==> src/rtl/skt_pkg.sv <==
// ----------------------------------------------------------------------------
// skt_pkg: shared types and codes of the sorted key table
// Field widths, operation and status codes, item structs and the control
// bundle that the table drives into every cell of the row.
// ----------------------------------------------------------------------------
package skt_pkg;

	localparam int KEY_W = 34;
	localparam int PAY_W = 32;
	localparam int POS_W = 6;
	localparam int CNT_W = 7;

	localparam logic [1:0] KIND_INSERT = 2'd0;
	localparam logic [1:0] KIND_SEARCH = 2'd1;
	localparam logic [1:0] KIND_DELETE = 2'd2;

	localparam logic [1:0] ST_DONE      = 2'd0;
	localparam logic [1:0] ST_DUPLICATE = 2'd1;
	localparam logic [1:0] ST_FULL      = 2'd2;
	localparam logic [1:0] ST_NOT_FOUND = 2'd3;

	typedef struct packed {
		logic [1:0]       kind;
		logic [KEY_W-1:0] key;
		logic [PAY_W-1:0] payload;
	} req_t;

	typedef struct packed {
		logic [1:0]       status;
		logic [POS_W-1:0] position;
		logic [PAY_W-1:0] found_payload;
		logic [CNT_W-1:0] entry_count;
	} rsp_t;

	// Control that every cell of the row sees in the same cycle.
	typedef struct packed {
		logic capture; // latch compare flags against the incoming key
		logic ins;     // open a slot at the insert point and shift up
		logic del;     // close the slot of the matching record and shift down
	} cell_ctl_t;

endpackage

==> src/rtl/skt_cell.sv <==
// ----------------------------------------------------------------------------
// skt_cell: one record slot of the sorted key table
// Holds a key and payload, compares its key against an incoming key, and
// takes data from a neighbor when the row shifts on insert or delete.
// ----------------------------------------------------------------------------
module skt_cell (
	input  logic                         clk,
	input  logic                         arst_n,
	input  skt_pkg::cell_ctl_t           ctl,
	input  logic                         occ,
	input  logic [skt_pkg::KEY_W-1:0]    cmp_key,
	input  logic [skt_pkg::KEY_W-1:0]    new_key,
	input  logic [skt_pkg::PAY_W-1:0]    new_pay,
	input  logic                         prev_lt,
	input  logic [skt_pkg::KEY_W-1:0]    prev_key,
	input  logic [skt_pkg::PAY_W-1:0]    prev_pay,
	input  logic [skt_pkg::KEY_W-1:0]    next_key,
	input  logic [skt_pkg::PAY_W-1:0]    next_pay,
	output logic [skt_pkg::KEY_W-1:0]    key_q,
	output logic [skt_pkg::PAY_W-1:0]    pay_q,
	output logic                         lt_s1,
	output logic                         eq_s1
);

	always_ff @(posedge clk or negedge arst_n) begin
		if (!arst_n) begin
			lt_s1 <= 1'b0;
			eq_s1 <= 1'b0;
		end else if (ctl.capture) begin
			lt_s1 <= occ && (key_q < cmp_key);
			eq_s1 <= occ && (key_q == cmp_key);
		end
	end

	// The first cell at or above the insert point takes the new record; the
	// cells behind it take their lower neighbor. Delete pulls from above.
	always_ff @(posedge clk) begin
		if (ctl.ins && !lt_s1) begin
			if (prev_lt) begin
				key_q <= new_key;
				pay_q <= new_pay;
			end else begin
				key_q <= prev_key;
				pay_q <= prev_pay;
			end
		end else if (ctl.del && !lt_s1) begin
			key_q <= next_key;
			pay_q <= next_pay;
		end
	end

endmodule

==> config.mk <==
export PLATFORM = sky130hd
export DESIGN_NAME = skt_cell
export DESIGN_NICKNAME = d
export VERILOG_FILES = /design/src/rtl/skt_pkg.sv /design/src/rtl/skt_cell.sv
export SDC_FILE = /design/constraint.sdc
export NUM_CORES = 1
export LEC_CHECK = 0
export BUFFER_PORTS_ARGS = -buffer_cell sky130_fd_sc_hd__buf_2
export CAP_MARGIN = 10
export CORE_AREA = 3 3 118 120
export CTS_CLUSTER_DIAMETER = 80
export CTS_CLUSTER_SIZE = 14
export DETAILED_ROUTE_END_ITERATION = 7
export DIE_AREA = 0 0 121 123
export PLACE_DENSITY_LB_ADDON = 0.25
export SYNTH_ARGS = -nofsm -noshare
export SYNTH_HDL_FRONTEND = slang
export SYNTH_SLANG_ARGS = --single-unit
export TNS_END_PERCENT = 5
==> constraint.sdc <==
create_clock -name clk -period 9.24 [get_ports clk]
set_input_delay 0.462 -clock clk [delete_from_list [all_inputs] [get_ports clk]]
set_output_delay 0.462 -clock clk [all_outputs]
set_load 0.02 [all_outputs]
Yosys cells after proc, flatten, opt, wreduce, memory -nomap -nowiden --
Index checks and enable logic that the tools add are counted.
Word-level totals: bits in registers 68, input bits 239, output and inout bits 68, word-level logic and storage cells 18
Cells by class: magnitude comparators 1, equality and inequality tests 1, mux-type cells 6, reduce and logical (&&, ||, !) cells 6
Operator list (number):
- 2-to-1 mux 34 bit | 3
- 2-to-1 mux 32 bit | 3
- equality test 34 bit | 1
- < comparator 34 bit | 1
- logical AND 1 bit | 4
- nonzero test 2 bit | 1
- logical NOT 1 bit | 1

Longest topological paths before layout --
depth in word-level cells 4, mapped depth 7, gate-level depth less buffers 7

Least setup slack after synthesis --
OpenSTA, ideal clock, no wires.
path kind input to register, start point input ctl[1] in the netlist's numbering, end point register key_q[0] in the netlist's numbering (enable), library setup time 492 ps, data arrival time 3284 ps, required time 8748 ps, slack 5464 ps, stages 2, path buffers 0, cells stage by stage nor2_1 nor2_1
Between the ends: cells in the longest elaborated chain, start to end 2
RTL lines:
- from (decl) | line skt_cell.sv:9 | input skt_pkg::cell_ctl_t ctl,
- logical AND 1 bit | line skt_cell.sv:38 | if (ctl.ins && !lt_s1) begin
- nonzero test 2 bit (no line)
- to (signal assigned) | line skt_cell.sv:40 | key_q <= new_key;
- to (signal assigned) | line skt_cell.sv:43 | key_q <= prev_key;
- to (signal assigned) | line skt_cell.sv:47 | key_q <= next_key;
- to (decl) | line skt_cell.sv:19 | output logic [skt_pkg::KEY_W-1:0] key_q,
Every way passes these cells. A chain may end at the register's enable or synchronous reset.

Worst setup path in the final report --
start point register lt_s1, end point register pay_q[7] in the netlist's numbering (data pin)
Between the ends: cells in the longest elaborated chain, start to end 3
RTL lines:
- from (decl) | line skt_cell.sv:21 | output logic lt_s1,
- from (signal assigned) | line skt_cell.sv:30 | lt_s1 <= occ && (key_q < cmp_key);
- logical NOT 1 bit | line skt_cell.sv:38
- logical AND 1 bit | line skt_cell.sv:38
- 2-to-1 mux 32 bit | line skt_cell.sv:38
- to (signal assigned) | line skt_cell.sv:41 | pay_q <= new_pay;
- to (signal assigned) | line skt_cell.sv:44 | pay_q <= prev_pay;
- to (signal assigned) | line skt_cell.sv:48 | pay_q <= next_pay;
- to (decl) | line skt_cell.sv:20 | output logic [skt_pkg::PAY_W-1:0] pay_q,
Every way passes these cells.

==> metrics.md <==
| Metric | Value |
|---|---|
| Status | `finished clean` |
| DP Wirelength | `11300 um` |
| Reg2Reg Depth | `3` |
| Chip Width | `121 um` |
| Vias in the first global route | `4252` |
| P_int | `817 uW` |
| Largest net degree at the start of global routing | `70` |
| Root Driver | `clkbuf_16` |
| Clock power share | `0.299` |
| Worst slack, placed | `7.07 ns` |
| Wire length on met2 | `7170 um` |
| # resized after CTS | `0` |
| DIE HEIGHT | `123 um` |
| Crit Path Category | `reg2reg` |
| H-tree depth | `3` |
| CTS buffer count | `9` |
| EDFF count, synth | `66` |
| Cell Area, Placed | `5980 um^2` |
| Hold endpoint | `eq_s1` |
| MaxCap Viol Count | `0` |
| Post-CTS Hold Fix Bufs | `1` |
| Die area | `14900 um^2` |
| Worst slew pin tran | `1.11 ns` |
| Switch Pwr | `410 uW` |
| WHS Path Cells | `2` |
| Clk slew on worst S/H paths | `0.06 ns` |
| Clock tree buffer depth | `2` |
| Crit share post-route | `0.227` |
| CP required | `9.30 ns` |
| Share of layout cells above drive strength 1 | `0.452` |
| Syn nets | `689` |
| Post-CTS Setup Repair Bufs | `0` |
| Grt ovf | `0` |
| Vias | `4149` |
| Highest Signal Layer | `met4` |
| First-pass DRT Iterations | `4` |
| Core box area | `13100 um^2` |
| Post-layout nets | `987` |
| Routed vias/inst | `4.64` |
| Initial Util | `0.328` |
| Period minus WS final | `2.10 ns` |
| Sequential share of power | `0.374` |
| Setup crit start kind | `flop` |
| Max Fclk | `476 MHz` |
| Hold Fails Final Rpt | `0` |
| HP Class | `in2reg` |
| Cell Rows | `42` |
| DRT iter0 DRCs | `160` |
| Power Dens Cells | `195 nW/um^2` |
| Clock skew | `0.00618 ns` |
| Io pins | `307` |
| Wire length on met3 | `1500 um` |
| Setup ws final | `7.14 ns` |
| Final Wtd Congestion | `0.830` |
| WL per Instance | `15.7 um` |
| Net Sw Frac | `0.334` |
| Register bit total from synthesis | `68` |
| FF-to-FF End | `pay_q[7]` |
| Final Non-Filler Cells | `895` |
| Post-route ant nets | `0` |
| Synth top area cells | `edfxtp_1 (46%), mux2i_1 (15%), ha_1 (9.9%)` |
| Clock sinks | `68` |
| WL met1 | `5090 um` |
| Worst Setup End Kind | `flop` |
| Syn avg cell area | `10.3 um^2` |
| Ys async rst share | `0.0294` |
| Area grow syn2layout | `46.7%` |
| Synth top area share | `0.461` |
| Top_reg_cell synth | `edfxtp_1` |
| Post-synthesis cell type count | `29` |
| Flop2flop setup slack | `7.14 ns` |
| Max-slew violations | `0` |
| WP data arrival | `2.16 ns` |
| Sequential area share after synthesis | `0.473` |
| Post-synth top area cell | `edfxtp_1` |
| Worst vdd ir | `0.0836 mV` |
| Leak | `0.00332 uW` |
| HP Start | `ctl[2]` |
| Final setup vio count | `0` |
| Comb power frac | `0.326` |
| Drt total wl | `14100 um` |
| Buffers added on ports | `306` |
| Rel. slew slack | `0.262` |
| CTS tree | `built` |
| Design area | `6300 um^2` |
| Netlist Area Pre-Place | `4300 um^2` |
| CP max FO | `69` |
| Clock Latency Late Sink | `0.34 ns` |
| Antenna diodes | `0` |
| Worst r2r src | `lt_s1` |
| Synth Warn # | `0` |
| Initial antenna violation count | `1` |
| Residual DRC | `0` |
| Setup TNS | `0 ns` |
| Total track usage | `0.184` |
| Cells after Synth | `416` |
| Placed Instances | `878` |
| First-pass GRT wire length | `20800 um` |
| RSZ-0062 raised after global routing | `false` |
-- flip-flops by register name (all words and copies together) (netlist names) --
register,cells
eq_s1,1
key_q,34
lt_s1,1
pay_q,32
-- cell usage after synthesis, types with 2 or more instances --
library cell and instances:
nand4_1 5, nor3_1 2, dfrtp_1 2, nor2_1 4
and4_1 4, mux2i_1 66, edfxtp_1 66, a21o_1 5
o21ai_0 28, nand2b_1 3, inv_1 37, buf_2 10
ha_1 34, nand3_1 2, clkbuf_1 11, o21ai_1 44
a21oi_1 8, nand2_1 73, a211oi_1 2
-- power groups by stage --
stage	Combinational (uW)	Sequential [uW]	Clock, uW
global placement	395	463	0
detailed placement	405	466	0
finish	401	459	367
CTS	407	460	379
global route	448	467	389
floorplan	161	546	0
-- stage by stage --
stage | total power [uW] | hold slack [ns] | utilization
6_report | 1230 | 0.396 | 0.482
5_1_grt | 1300 | 0.386 | 0.482
4_1_cts | 1250 | 0.370 | 0.482
3_5_place_dp | 870 | 0.254 | 0.457
3_3_place_gp | 858 | 0.250 | 0.457
2_1_floorplan | 707 | 0.166 | -
-- layout by cell type, fill, tap and decap left out, drive strengths merged, types with 2 or more instances in the layout --
| cell type | instances |
|---|---|
| a211oi | 2 |
| a21o | 5 |
| a21oi | 8 |
| a221oi | 3 |
| and4 | 4 |
| buf | 308 |
| bufinv | 2 |
| clkbuf | 12 |
| clkinv | 2 |
| dfrtp | 2 |
| edfxtp | 66 |
| ha | 34 |
| inv | 37 |
| mux2i | 66 |
| nand2 | 73 |
| nand2b | 3 |
| nand3 | 2 |
| nand4 | 5 |
| nor2 | 4 |
| nor3 | 2 |
| o21ai | 72 |
-- worst max path at each step --
stage | start | cells after the start | end
after detailed placement | ctl[1] | 4 | pay_q[4]
final | lt_s1 | 3 | pay_q[7]
after floorplan | ctl[1] | 2 | key_q[0]
after CTS | lt_s1 | 3 | pay_q[7]
after global routing | lt_s1 | 3 | pay_q[7]
after global placement | ctl[1] | 4 | pay_q[12]
-- final cells by class --
type                    count  area [um^2]
clock buffers              12          236
clock inverters             4         73.8
fillers                  1258         6780
inverters                  37          139
multi-input cells         289         2040
flip-flops and latches     68         2030
well taps                 176          220
repair buffers            309         1560
-- kinds of logic (layout without fill, tap and decap cells) --
group / count (synthesis) / count (layout) / synth area share
AOI/OAI and AO/OA: 93 / 93 / 0.123
adders and majority gates: 34 / 34 / 0.0990
buffers and inverters: 59 / 362 / 0.0553
DFF: 68 / 68 / 0.473
muxes: 66 / 66 / 0.154
and+or+nand+nor: 96 / 96 / 0.0964
-- layer usage --
metal	track usage	vias to the layer above
li1	-	2094
met3	0.0686	19
met5	0	-
met2	0.328	192
met4	0.0843	0
met1	0.194	1844
-- critical path, stage by stage, from the launching register on --
cell and delay (ns):
dfrtp_1 0.43, nand2b_4 0.55, buf_4 0.58, o21ai_0 0.19
Power figures use the tool's default switching activity.
